[config.mk]
export PLATFORM = sky130hd
export DESIGN_NAME = integer_literal_parser_top
export DESIGN_NICKNAME = d
export VERILOG_FILES = /design/src/design/ilp_pkg.sv /design/src/design/ilp_in_stage.sv /design/src/design/ilp_parse.sv /design/src/design/ilp_out_stage.sv /design/src/design/integer_literal_parser_top.sv
export VERILOG_INCLUDE_DIRS = /design/src /design/src/design
export SDC_FILE = /design/constraint.sdc
export NUM_CORES = 1
export LEC_CHECK = 0
export BUFFER_PORTS_ARGS = -buffer_cell sky130_fd_sc_hd__buf_2
export CAP_MARGIN = 20
export CORE_MARGIN = 4
export CORE_UTILIZATION = 31
export DETAILED_ROUTE_END_ITERATION = 12
export GPL_ROUTABILITY_DRIVEN = 0
export GPL_TIMING_DRIVEN = 0
export RECOVER_POWER = 50
export SETUP_SLACK_MARGIN = 0.2
export SLEW_MARGIN = 30
export SYNTH_ARGS = -nofsm -noshare
export SYNTH_HDL_FRONTEND = slang
export SYNTH_SLANG_ARGS = --single-unit
[constraint.sdc]
create_clock -name clk -period 7 [get_ports clk]
set_input_delay 1.4 -clock clk [delete_from_list [all_inputs] [get_ports clk]]
set_output_delay 1.4 -clock clk [all_outputs]
set_load 0.05 [all_outputs]
[src/design/integer_literal_parser_top_macros.svh]
// assertion helpers used by the parser module ilp_parse
// every assertion samples on clk and is off while rst_n is low
`ifndef INTEGER_LITERAL_PARSER_TOP_MACROS_SVH
`define INTEGER_LITERAL_PARSER_TOP_MACROS_SVH

// consequent must hold in the same cycle as the antecedent
`define ILP_ASSERT_NOW(label, ante, cons, msg) \
    label: assert property (@(posedge clk) disable iff (!rst_n) (ante) |-> (cons)) \
        else $error(msg);

// consequent must hold in the cycle after the antecedent
`define ILP_ASSERT_NEXT(label, ante, cons, msg) \
    label: assert property (@(posedge clk) disable iff (!rst_n) (ante) |=> (cons)) \
        else $error(msg);

`endif

[src/design/ilp_pkg.sv]
package ilp_pkg;

    localparam int CHAR_W     = 8;
    localparam int VALUE_W    = 64;
    localparam int STATUS_W   = 2;
    localparam int DIGIT_W    = 4;
    localparam int IN_TDATA_W = 8;
    localparam int OUT_TDATA_W = ((VALUE_W + STATUS_W + 7) / 8) * 8;
    localparam int OUT_PAD_W  = OUT_TDATA_W - VALUE_W - STATUS_W;

    localparam logic [CHAR_W-1:0] CH_PERCENT = 8'h25;
    localparam logic [CHAR_W-1:0] CH_MINUS   = 8'h2d;
    localparam logic [CHAR_W-1:0] CH_ZERO    = 8'h30;
    localparam logic [CHAR_W-1:0] CH_ONE     = 8'h31;
    localparam logic [CHAR_W-1:0] CH_NINE    = 8'h39;
    localparam logic [CHAR_W-1:0] CH_LOW_A   = 8'h61;
    localparam logic [CHAR_W-1:0] CH_LOW_B   = 8'h62;
    localparam logic [CHAR_W-1:0] CH_LOW_F   = 8'h66;
    localparam logic [CHAR_W-1:0] CH_LOW_X   = 8'h78;

    // 'a' has low nibble 1, so adding 9 gives digit ten
    localparam logic [DIGIT_W-1:0] HEX_ALPHA_OFFSET = 4'd9;

    typedef enum logic [3:0] {
        PH_START  = 4'b0001,
        PH_SIGNED = 4'b0010,
        PH_ZERO   = 4'b0100,
        PH_DIGITS = 4'b1000
    } phase_t;

    typedef enum logic [1:0] {
        RX_DEC = 2'd0,
        RX_BIN = 2'd1,
        RX_HEX = 2'd2
    } radix_t;

    typedef enum logic [STATUS_W-1:0] {
        ST_OK    = 2'd0,
        ST_DIGIT = 2'd1,
        ST_MACRO = 2'd2
    } status_t;

    typedef struct packed {
        logic [CHAR_W-1:0] char_code;
        logic              last_char;
    } item_t;

    typedef struct packed {
        logic signed [VALUE_W-1:0] value;
        status_t                   status;
    } result_t;

    typedef struct packed {
        logic               ok;
        logic [DIGIT_W-1:0] val;
    } digit_t;

    function automatic digit_t decode_digit(logic [CHAR_W-1:0] c, radix_t r);
        digit_t d;
        d.ok  = 1'b0;
        d.val = '0;
        unique case (r)
            RX_BIN:
            begin
                if (c == CH_ZERO || c == CH_ONE)
                begin
                    d.ok  = 1'b1;
                    d.val = c[DIGIT_W-1:0];
                end
            end
            RX_HEX:
            begin
                if (c >= CH_ZERO && c <= CH_NINE)
                begin
                    d.ok  = 1'b1;
                    d.val = c[DIGIT_W-1:0];
                end
                else if (c >= CH_LOW_A && c <= CH_LOW_F)
                begin
                    d.ok  = 1'b1;
                    d.val = c[DIGIT_W-1:0] + HEX_ALPHA_OFFSET;
                end
            end
            default:
            begin
                if (c >= CH_ZERO && c <= CH_NINE)
                begin
                    d.ok  = 1'b1;
                    d.val = c[DIGIT_W-1:0];
                end
            end
        endcase
        return d;
    endfunction

endpackage

[src/design/ilp_in_stage.sv]
module ilp_in_stage
    import ilp_pkg::*;
(
    input  logic  clk,
    input  logic  rst_n,
    input  logic  s_valid,
    output logic  s_ready,
    input  item_t s_item,
    output logic  item_valid,
    output item_t item,
    input  logic  pop
);

    logic  valid_reg;
    logic  valid_next;
    item_t item_reg;
    logic  take;

    // slot is free when empty or when the parser drains it this cycle
    assign s_ready = !valid_reg || pop;
    assign take    = s_valid && s_ready;

    always_comb
    begin
        valid_next = valid_reg;
        if (take)
        begin
            valid_next = 1'b1;
        end
        else if (pop)
        begin
            valid_next = 1'b0;
        end
    end

    always_ff @(posedge clk or negedge rst_n)
    begin
        if (!rst_n)
        begin
            valid_reg <= 1'b0;
        end
        else
        begin
            valid_reg <= valid_next;
        end
    end

    always_ff @(posedge clk)
    begin
        if (take)
        begin
            item_reg <= s_item;
        end
    end

    assign item_valid = valid_reg;
    assign item       = item_reg;

endmodule

[src/design/ilp_parse.sv]
module ilp_parse
    import ilp_pkg::*;
(
    input  logic    clk,
    input  logic    rst_n,
    input  logic    item_valid,
    input  item_t   item,
    output logic    pop,
    input  logic    out_free,
    output logic    load,
    output result_t result
);

`include "integer_literal_parser_top_macros.svh"

    // accumulator holds the signed running value, so a '-' token subtracts digits
    logic [VALUE_W-1:0] acc_reg;
    logic [VALUE_W-1:0] acc_next;
    phase_t             phase_reg;
    phase_t             phase_next;
    radix_t             radix_reg;
    radix_t             radix_next;
    logic               neg_reg;
    logic               neg_next;
    status_t            err_reg;
    status_t            err_next;

    radix_t             eff_radix;
    digit_t             dig;
    logic [VALUE_W-1:0] scaled;
    logic [VALUE_W-1:0] dig_ext;
    logic [VALUE_W-1:0] acc_take;
    logic               take_char;
    logic [CHAR_W-1:0]  c;

    assign c = item.char_code;

    // a last item waits until the result register can take it
    assign pop  = item_valid && (!item.last_char || out_free);
    assign load = pop && item.last_char;

    // digits seen before the digit phase are always decimal
    assign eff_radix = (phase_reg == PH_DIGITS) ? radix_reg : RX_DEC;
    assign dig       = decode_digit(c, eff_radix);
    assign dig_ext   = {{(VALUE_W - DIGIT_W){1'b0}}, dig.val};

    always_comb
    begin
        case (eff_radix)
            RX_BIN:  scaled = {acc_reg[VALUE_W-2:0], 1'b0};
            RX_HEX:  scaled = {acc_reg[VALUE_W-5:0], 4'b0000};
            default: scaled = {acc_reg[VALUE_W-4:0], 3'b000} + {acc_reg[VALUE_W-2:0], 1'b0};
        endcase
        acc_take = neg_reg ? (scaled - dig_ext) : (scaled + dig_ext);
    end

    always_comb
    begin
        acc_next   = acc_reg;
        phase_next = phase_reg;
        radix_next = radix_reg;
        neg_next   = neg_reg;
        err_next   = err_reg;
        take_char  = 1'b0;

        if (pop && err_reg == ST_OK)
        begin
            unique case (phase_reg)
                PH_START:
                begin
                    if (c == CH_PERCENT)
                    begin
                        err_next   = ST_MACRO;
                        phase_next = PH_DIGITS;
                    end
                    else if (c == CH_MINUS)
                    begin
                        neg_next   = 1'b1;
                        phase_next = PH_SIGNED;
                    end
                    else if (c == CH_ZERO)
                    begin
                        phase_next = PH_ZERO;
                    end
                    else
                    begin
                        radix_next = RX_DEC;
                        take_char  = 1'b1;
                    end
                end
                PH_SIGNED:
                begin
                    if (c == CH_ZERO)
                    begin
                        phase_next = PH_ZERO;
                    end
                    else
                    begin
                        radix_next = RX_DEC;
                        take_char  = 1'b1;
                    end
                end
                PH_ZERO:
                begin
                    if (c == CH_LOW_B)
                    begin
                        radix_next = RX_BIN;
                        phase_next = PH_DIGITS;
                    end
                    else if (c == CH_LOW_X)
                    begin
                        radix_next = RX_HEX;
                        phase_next = PH_DIGITS;
                    end
                    else
                    begin
                        radix_next = RX_DEC;
                        take_char  = 1'b1;
                    end
                end
                default:
                begin
                    take_char = 1'b1;
                end
            endcase

            if (take_char)
            begin
                phase_next = PH_DIGITS;
                if (dig.ok)
                begin
                    acc_next = acc_take;
                end
                else
                begin
                    err_next = ST_DIGIT;
                end
            end
        end

        result.status = err_next;
        result.value  = (err_next == ST_OK) ? acc_next : '0;

        // token done: back to the start of the next token
        if (load)
        begin
            acc_next   = '0;
            phase_next = PH_START;
            radix_next = RX_DEC;
            neg_next   = 1'b0;
            err_next   = ST_OK;
        end
    end

    always_ff @(posedge clk or negedge rst_n)
    begin
        if (!rst_n)
        begin
            acc_reg   <= '0;
            phase_reg <= PH_START;
            radix_reg <= RX_DEC;
            neg_reg   <= 1'b0;
            err_reg   <= ST_OK;
        end
        else
        begin
            acc_reg   <= acc_next;
            phase_reg <= phase_next;
            radix_reg <= radix_next;
            neg_reg   <= neg_next;
            err_reg   <= err_next;
        end
    end

    `ILP_ASSERT_NEXT(a_token_restart, load, (phase_reg == PH_START && err_reg == ST_OK && acc_reg == '0), "parser state not cleared after token end")
    `ILP_ASSERT_NEXT(a_error_freezes_acc, (pop && !item.last_char && err_reg != ST_OK), $stable(acc_reg), "accumulator moved after an error")
    `ILP_ASSERT_NOW(a_error_zero_value, (load && result.status != ST_OK), (result.value == '0), "nonzero value reported with error status")
    `ILP_ASSERT_NOW(a_load_needs_slot, load, out_free, "result produced while output slot busy")

endmodule

[src/design/ilp_out_stage.sv]
module ilp_out_stage
    import ilp_pkg::*;
(
    input  logic                   clk,
    input  logic                   rst_n,
    input  logic                   load,
    input  result_t                result,
    output logic                   out_free,
    output logic                   m_valid,
    input  logic                   m_ready,
    output logic [OUT_TDATA_W-1:0] m_data
);

    logic    valid_reg;
    logic    valid_next;
    result_t data_reg;

    assign out_free = !valid_reg || m_ready;

    always_comb
    begin
        valid_next = valid_reg;
        if (load)
        begin
            valid_next = 1'b1;
        end
        else if (m_ready)
        begin
            valid_next = 1'b0;
        end
    end

    always_ff @(posedge clk or negedge rst_n)
    begin
        if (!rst_n)
        begin
            valid_reg <= 1'b0;
        end
        else
        begin
            valid_reg <= valid_next;
        end
    end

    always_ff @(posedge clk)
    begin
        if (load)
        begin
            data_reg <= result;
        end
    end

    assign m_valid = valid_reg;
    assign m_data  = {{OUT_PAD_W{1'b0}}, data_reg.status, data_reg.value};

endmodule

[src/design/integer_literal_parser_top.sv]
// integer literal parser: feed the characters of one immediate-operand token on the
// slave stream, one per request, with tlast on the final character; after that
// character one result request leaves on the master stream carrying the signed 64-bit
// value and a status (0 ok, 1 invalid digit for the base, 2 leading '%' macro token,
// value forced to 0 when status is not ok); an optional leading '-' negates, "0b"
// selects binary, "0x" lowercase hex, anything else is decimal, digits wrap modulo
// 2^64, and the first error sticks while the rest of the token is absorbed; the block
// takes one character every cycle with no gap between tokens unless a last character
// waits as told below; a character is parsed while it sits in the input register, and
// a token's result is written into the output register at the next edge, so the last
// character passes the input register and then the output register before m_axis_tvalid
// shows its result, and the result leaves once the master side is ready;
// while the output register holds a result that the master side has not taken, a last
// character waits in the input register and s_axis_tready drops, but other characters
// keep flowing; the per-character path is one scale-and-add on the 64-bit accumulator
module integer_literal_parser_top
    import ilp_pkg::*;
(
    input  logic                   clk,
    input  logic                   rst_n,
    // character stream
    input  logic                   s_axis_tvalid,
    output logic                   s_axis_tready,
    input  logic [IN_TDATA_W-1:0]  s_axis_tdata,   // [7:0] char_code
    input  logic                   s_axis_tlast,   // last_char
    // result stream
    output logic                   m_axis_tvalid,
    input  logic                   m_axis_tready,
    output logic [OUT_TDATA_W-1:0] m_axis_tdata    // [63:0] value, [65:64] status, rest zero
);

    item_t   s_item;
    logic    item_valid;
    item_t   item;
    logic    pop;
    logic    out_free;
    logic    load;
    result_t result;

    assign s_item.char_code = s_axis_tdata[CHAR_W-1:0];
    assign s_item.last_char = s_axis_tlast;

    // input register, refilled in the same cycle it drains
    ilp_in_stage u_in
    (
        .clk        (clk),
        .rst_n      (rst_n),
        .s_valid    (s_axis_tvalid),
        .s_ready    (s_axis_tready),
        .s_item     (s_item),
        .item_valid (item_valid),
        .item       (item),
        .pop        (pop)
    );

    // token state machine and digit accumulation
    ilp_parse u_parse
    (
        .clk        (clk),
        .rst_n      (rst_n),
        .item_valid (item_valid),
        .item       (item),
        .pop        (pop),
        .out_free   (out_free),
        .load       (load),
        .result     (result)
    );

    // result register toward the master side
    ilp_out_stage u_out
    (
        .clk      (clk),
        .rst_n    (rst_n),
        .load     (load),
        .result   (result),
        .out_free (out_free),
        .m_valid  (m_axis_tvalid),
        .m_ready  (m_axis_tready),
        .m_data   (m_axis_tdata)
    );

endmodule
; ---- Word-level counts from Yosys, hierarchy flattened
; Index checks and enable logic that the tools add are counted.
[totals]
register_bits = 150
latch_bits = 0
ramBits = 0
rom_bits = 0
in_bits = 13
word_cells = 111
memories = 0
[op_classes]
add_sub_neg = 4
multipliers = 0
div = 0
magnitude_cmp = 4
eq_ne = 16
shifts = 0
mux = 51
bitwise_logic = 0
reduce_logical = 25
[op_table]
columns = operator, n
row1 = $mux W64, 5
row2 = $pmux W64 S2, 1
row3 = $add A64 B4 Y64, 1
row4 = $add A64 B64 Y64, 1
row5 = $sub A64 B4 Y64, 1
row6 = $eq A8 B6 Y1 const B, 4
row7 = $mux W4, 8
row8 = $mux W2, 14
row9 = $mux W5, 4
row10 = $eq A8 B7 Y1 const B, 2
row11 = $mux W1, 15
row12 = $pmux W4 S3, 1
row13 = $pmux W5 S2, 1
row14 = $reduce_bool A2 Y1, 5
row15 = $ge A8 B6 Y1 const B, 1
row16 = $ge A8 B7 Y1 const B, 1
row17 = $le A8 B6 Y1 const B, 1
row18 = $le A8 B7 Y1 const B, 1
row19 = $reduce_and A4 Y1, 2
row20 = $logic_and A1 B1 Y1, 6
row21 = $ne A3 B3 Y1 const B, 2
row22 = $pmux W2 S3, 1
row23 = $ne A5 B2 Y1 const B, 1
row24 = $reduce_bool A5 Y1, 1
row25 = other kinds (14), 20

; ---- Depth between registers and ports, before layout
[logic_depth]
word_depth = 11
depth_mapped = 29

; ---- Modules after synthesis
; A second synthesis with hierarchy kept.
[unflattened]
cells_unflattened = 1755
hier_area_um2 = 14611.5
[modules_own_cells]
columns = mod, instances, cells_each, area_each_um2
row1 = ilp_parse, 1, 1666, 12209.2
row2 = ilp_out_stage, 1, 76, 2078.2
row3 = ilp_in_stage, 1, 13, 324.1

; ---- Worst setup path before layout
; OpenSTA, ideal clock, no wires.
[synth_path]
kind = reg2reg
start = register u_parse.phase_reg[2]
end = register u_out.data_reg (netlist bit u_out.m_data[63]) (data pin)
setup_ns = 0.267
arrival_time_ns = 5.644
required_ns = 6.733
slack_ns = 1.090
path_stages_with_launch = 28
period_less_slack_ns = 5.910
cell_sequence = dfrtp_1 clkbuf_1 nor2_1 and3_1 and2_1 ha_1 clkbuf_1 nor4b_2 o21ai_0 nand2_1 o21ai_0 or2_2 and3_2 ha_1 or2_2 ha_1 clkbuf_1 nand2_1 nor4_1 o311ai_1 nor4_1 a211o_1 a31oi_1 or2_2 o31ai_1 xnor2_1 mux2i_1 o21ai_0
[synth_via]
elab_chain_cells = 9
[synth_lines]
columns = item, line_no
row1 = "start, declared", ilp_parse.sv:19  ; phase_t phase_reg;
row2 = "start signal, assigned", ilp_parse.sv:168  ; phase_reg <= phase_next;
row3 = $eq A4 B4 Y1, ilp_parse.sv:43  ; assign eff_radix = (phase_reg == PH_DIGITS) ? radix_reg : RX_DEC;
row4 = $mux W2, ilp_parse.sv:43
row5 = $eq A2 B2 Y1 / $eq A2 B1 Y1 (equally long branches), "ilp_pkg.sv:62, ilp_parse.sv:49"
row6 = $pmux W64 S2 / $pmux W5 S2 (equally long branches), "ilp_parse.sv:49, ilp_pkg.sv:62"
row7 = $add A64 B4 Y64 / $sub A64 B4 Y64 (equally long branches), ilp_parse.sv:54  ; acc_take = neg_reg ? (scaled - dig_ext) : (scaled + dig_ext);
row8 = $mux W64, ilp_parse.sv:54
row9 = $mux W64, ilp_parse.sv:130  ; if (dig.ok)
row10 = $mux W64, ilp_parse.sv:127  ; if (take_char)
row11 = $mux W64, ilp_parse.sv:66  ; if (pop && err_reg == ST_OK)
row12 = "end signal, assigned", ilp_out_stage.sv:49  ; data_reg <= result;
row13 = "end, declared", ilp_out_stage.sv:16  ; result_t data_reg;
; Several ways; a longest one is shown, not always the timed one. The select of a mux whose other input is x is not followed.
; A chain may end at the register's enable or synchronous reset.

; ---- Worst setup path in the final report
[layout_path]
start = register u_parse.acc_reg[18]
end = register u_out.data_reg (netlist bit u_out.m_data[60]) (data pin)
[layout_via]
elab_chain_cells = 7
[layout_lines]
columns = item, line_no
row1 = "start, declared", ilp_parse.sv:17  ; logic [VALUE_W-1:0] acc_reg;
row2 = "start signal, assigned", ilp_parse.sv:167  ; acc_reg <= acc_next;
row3 = $add A64 B64 Y64, ilp_parse.sv:52  ; default: scaled = {acc_reg[VALUE_W-4:0], 3'b000} + {acc_reg[VALUE_W-2:0], 1'b0};
row4 = $pmux W64 S2 (*), ilp_parse.sv:49  ; case (eff_radix)
row5 = $add A64 B4 Y64 / $sub A64 B4 Y64 (equally long branches), ilp_parse.sv:54
row6 = $mux W64 (*), ilp_parse.sv:54
row7 = $mux W64 (*), ilp_parse.sv:130
row8 = $mux W64 (*), ilp_parse.sv:127
row9 = $mux W64 (*), ilp_parse.sv:66
; Mark *: on every way between the ends. The rest lies on a longest branch, timed or not.

==> reports/results.ini <==
[status]
status=finished, violations left
violations=max-capacitance violations, max-slew violations

[final_layout]
area_growth_pct=14.2
finalNetCount=2061
largest_reg_flops=66
fill_cells=4862
design_area_um2=16600
num_antenna_cells=0
drive_above_1_share=0.0820

[drt]
vias=14500
drtAntennaViolNets=0
drt-total-wl_mm=50.2
routed_via_density=5.72
first_pass_iters=6
drc_errors=0
wl_per_cell_um=19.8
first_iter_violations=1489

[power]
p_per_area_nw_per_um2=151
pwr-share-seq=0.387
sw_frac_of_total=0.335
power.share.clock=0.363
p_leak_uw=0.00741
ir_drop_uv=187
p_int_uw=1670
switchingPower_uw=840
p_comb_frac=0.250

[die]
fp.dieW_um=224
core_area_um2=46500
rows=79
floorplan.initialDensity=0.313
die_h_um=224
ios=87
dieArea_um2=50400

[timing]
hold_ws_ps=519
finalHoldViolations=0
rsz0062_at_grt=true
setup_ws_ps=350
fmax_mhz=150
min_period_ps=6650
fin_crit_sh=0.950
tightest_slew_ps=2880
clock-skew-final_ps=16.3
drv_slew=78
slew_headroom=-0.921
setup_viol=0

[synth]
synth_edf_count=75
synth_cell_types=96
synth_top_area_share=0.155
seq_area_frac_synth=0.284
synthFlopType=edfxtp_1
synthArstFlopShare=0.500
yosys_warnings=0
synthCells=1788
postSynthRegisterBits=150
syn_avg_cell_area_um2=8.12
yosysTopAreaCell=edfxtp_1
synth_area_leaders=edfxtp_1, dfrtp_1, ha_1
syn_area_um2=14500

[global_routing]
antenna_found_initial=1
grt_overflow=0
gr-usage-all-layers=0.193
grt_max_degree=50
grt_pass1_vias=13900
grt_pass1_wl_mm=77.8

[worst_hold_path]
hp-class=register to register

[setup_path]
cp-end-kind=register
cp_max_fo=8
worstPathRequired_ps=7190
path_class=register to register
worstPathArrival_ps=6840
critPathLaunchType=register

[placed_design]
port_buffers=80
placed_area_um2=15800
post-place-ws_ps=-933
dp_hpwl_mm=38.1

[clock_network]
h-tree-depth=4
cts-buffers-inserted=17
cts_tree=built
cts-root-buf=clkbuf_16
clk_pin_slew_ps=70
clk_latency_ps=470
cts_hold_buf=0
cts_buffer_depth=2
clock_sinks=150

[flow_run]
drv_cap=2

==> worst paths after layout <==
path	start	end	slack (ps)	cells after the start
min	u_parse.radix_reg[0]$_DFFE_PN0P_	u_parse.radix_reg[0]$_DFFE_PN0P_	520	2
min reg2reg	u_parse.radix_reg[0]$_DFFE_PN0P_	u_parse.radix_reg[0]$_DFFE_PN0P_	520	2
max reg2reg	u_parse.acc_reg[18]$_DFF_PN0_	u_out.m_data[60]$_SDFFCE_PP0P_	350	24
max in group asynchronous	rst_n	u_parse.acc_reg[12]$_DFF_PN0_	2220	2
min in group asynchronous	rst_n	u_parse.acc_reg[50]$_DFF_PN0_	1330	1
max	u_parse.acc_reg[18]$_DFF_PN0_	u_out.m_data[60]$_SDFFCE_PP0P_	350	24
==> what timing repair did <==
item	CTS	global route
pin swaps	2	11
cloned	0	2
resized for setup	30	40
setup endpoints to repair	74	39
setup buffers	2	15
==> per-layer routing <==
metal | GRT usage | vias to the layer above | routed length, um
met5 | 0 | - | 0
met1 | 0.266 | 6820 | 22300
met4 | 0.0745 | 0 | 1860
met2 | 0.303 | 659 | 22300
met3 | 0.0362 | 109 | 3780
li1 | - | 6905 | -
==> critical path: stages (launching register included) <==
cell	delay, ps
dfrtp_1	480
ha_1	320
clkbuf_1	340
nand2_1	200
nor4_2	430
o211a_1	280
nand2_1	90
a31o_2	290
o41a_1	490
o2111ai_1	230
o211ai_1	130
xor2_1	160
a21oi_1	90
ha_1	420
nand2_1	130
or3_1	430
nor3_1	260
nand3_1	120
o21ai_1	280
o22ai_2	180
buf_4	170
o31a_1	310
o21ai_0	210
xnor2_1	180
o22ai_1	140
==> synth_stat cells (7+ instances only) <==
cell,count
a21oi_1,249
o211ai_1,9
buf_4,7
a21o_1,59
edfxtp_1,75
xnor2_1,64
nor4_1,7
o21ai_1,11
clkbuf_1,80
or3_1,7
nand3_1,38
nand2b_1,17
ha_1,131
and3_1,16
xor2_1,52
buf_2,12
a31oi_1,25
nor2_1,173
mux2i_1,14
o21a_1,11
a221oi_1,62
nand2_1,145
inv_1,59
and2_1,24
o21ai_0,105
nor2b_1,31
a211oi_1,16
o31ai_1,11
nor3_1,22
nand4_1,33
buf_1,7
dfrtp_1,74
o21bai_1,31
==> placed cells by master (no fill, tap or decap), types with 14 or more instances in the layout <==
master,n
clkbuf_1,142
o21bai_1,30
ha_1,128
a21oi_1,246
inv_1,59
nand4_1,33
nand2b_1,17
nor2b_1,31
a31oi_1,25
nand2_1,145
o21ai_0,97
and3_1,16
clkbuf_16,18
dfrtp_1,74
nor2_1,172
xor2_1,52
buf_2,24
mux2i_1,14
a21o_1,58
xnor2_1,64
edfxtp_1,75
a221oi_1,62
and2_1,23
nor3_1,22
buf_4,24
nand3_1,38
==> power groups by stage <==
stage | Combinational, uW | Clock, uW | Sequential, uW
4_1_cts | 602 | 933 | 971
5_1_grt | 673 | 969 | 974
6_report | 627 | 909 | 971
2_1_floorplan | 364 | 0 | 1050
3_3_place_gp | 583 | 0 | 992
3_5_place_dp | 592 | 0 | 988
==> cells by family after synthesis <==
kind of cell	share of synthesized area
AO/OA/AOI/OAI	0.292
AND/OR/NAND/NOR	0.182
buffers and inverters	0.0457
flip-flops	0.284
adder cells (fa/ha/maj)	0.116
XOR/XNOR	0.0699
multiplexers	0.0104
other	0.000258
==> layout make-up <==
class / count / area (um2) / area share
buffer: 106 / 459 / 0.0277
sequential: 150 / 4130 / 0.249
timing repair buffer: 101 / 490 / 0.0296
tap: 607 / 759 / 0.0458
inverter: 60 / 225 / 0.0136
clock inverter: 9 / 65.1 / 0.00392
clock buffer: 23 / 499 / 0.0301
multi-input combinational: 1479 / 9960 / 0.601
==> stage by stage <==
| step | std cells | setup TNS (ps) | power (uW) | util |
|---|---|---|---|---|
| 2_1_floorplan | 1793 | 0 | 1410 | - |
| 3_3_place_gp | 2480 | -13910 | 1570 | 0.338 |
| 3_5_place_dp | 2484 | -20610 | 1580 | 0.340 |
| 4_1_cts | 2518 | 0 | 2510 | 0.355 |
| 5_1_grt | 2535 | 0 | 2620 | 0.357 |
| 6_report | 2535 | 0 | 2510 | 0.357 |
(Power assumes the default switching activity.)
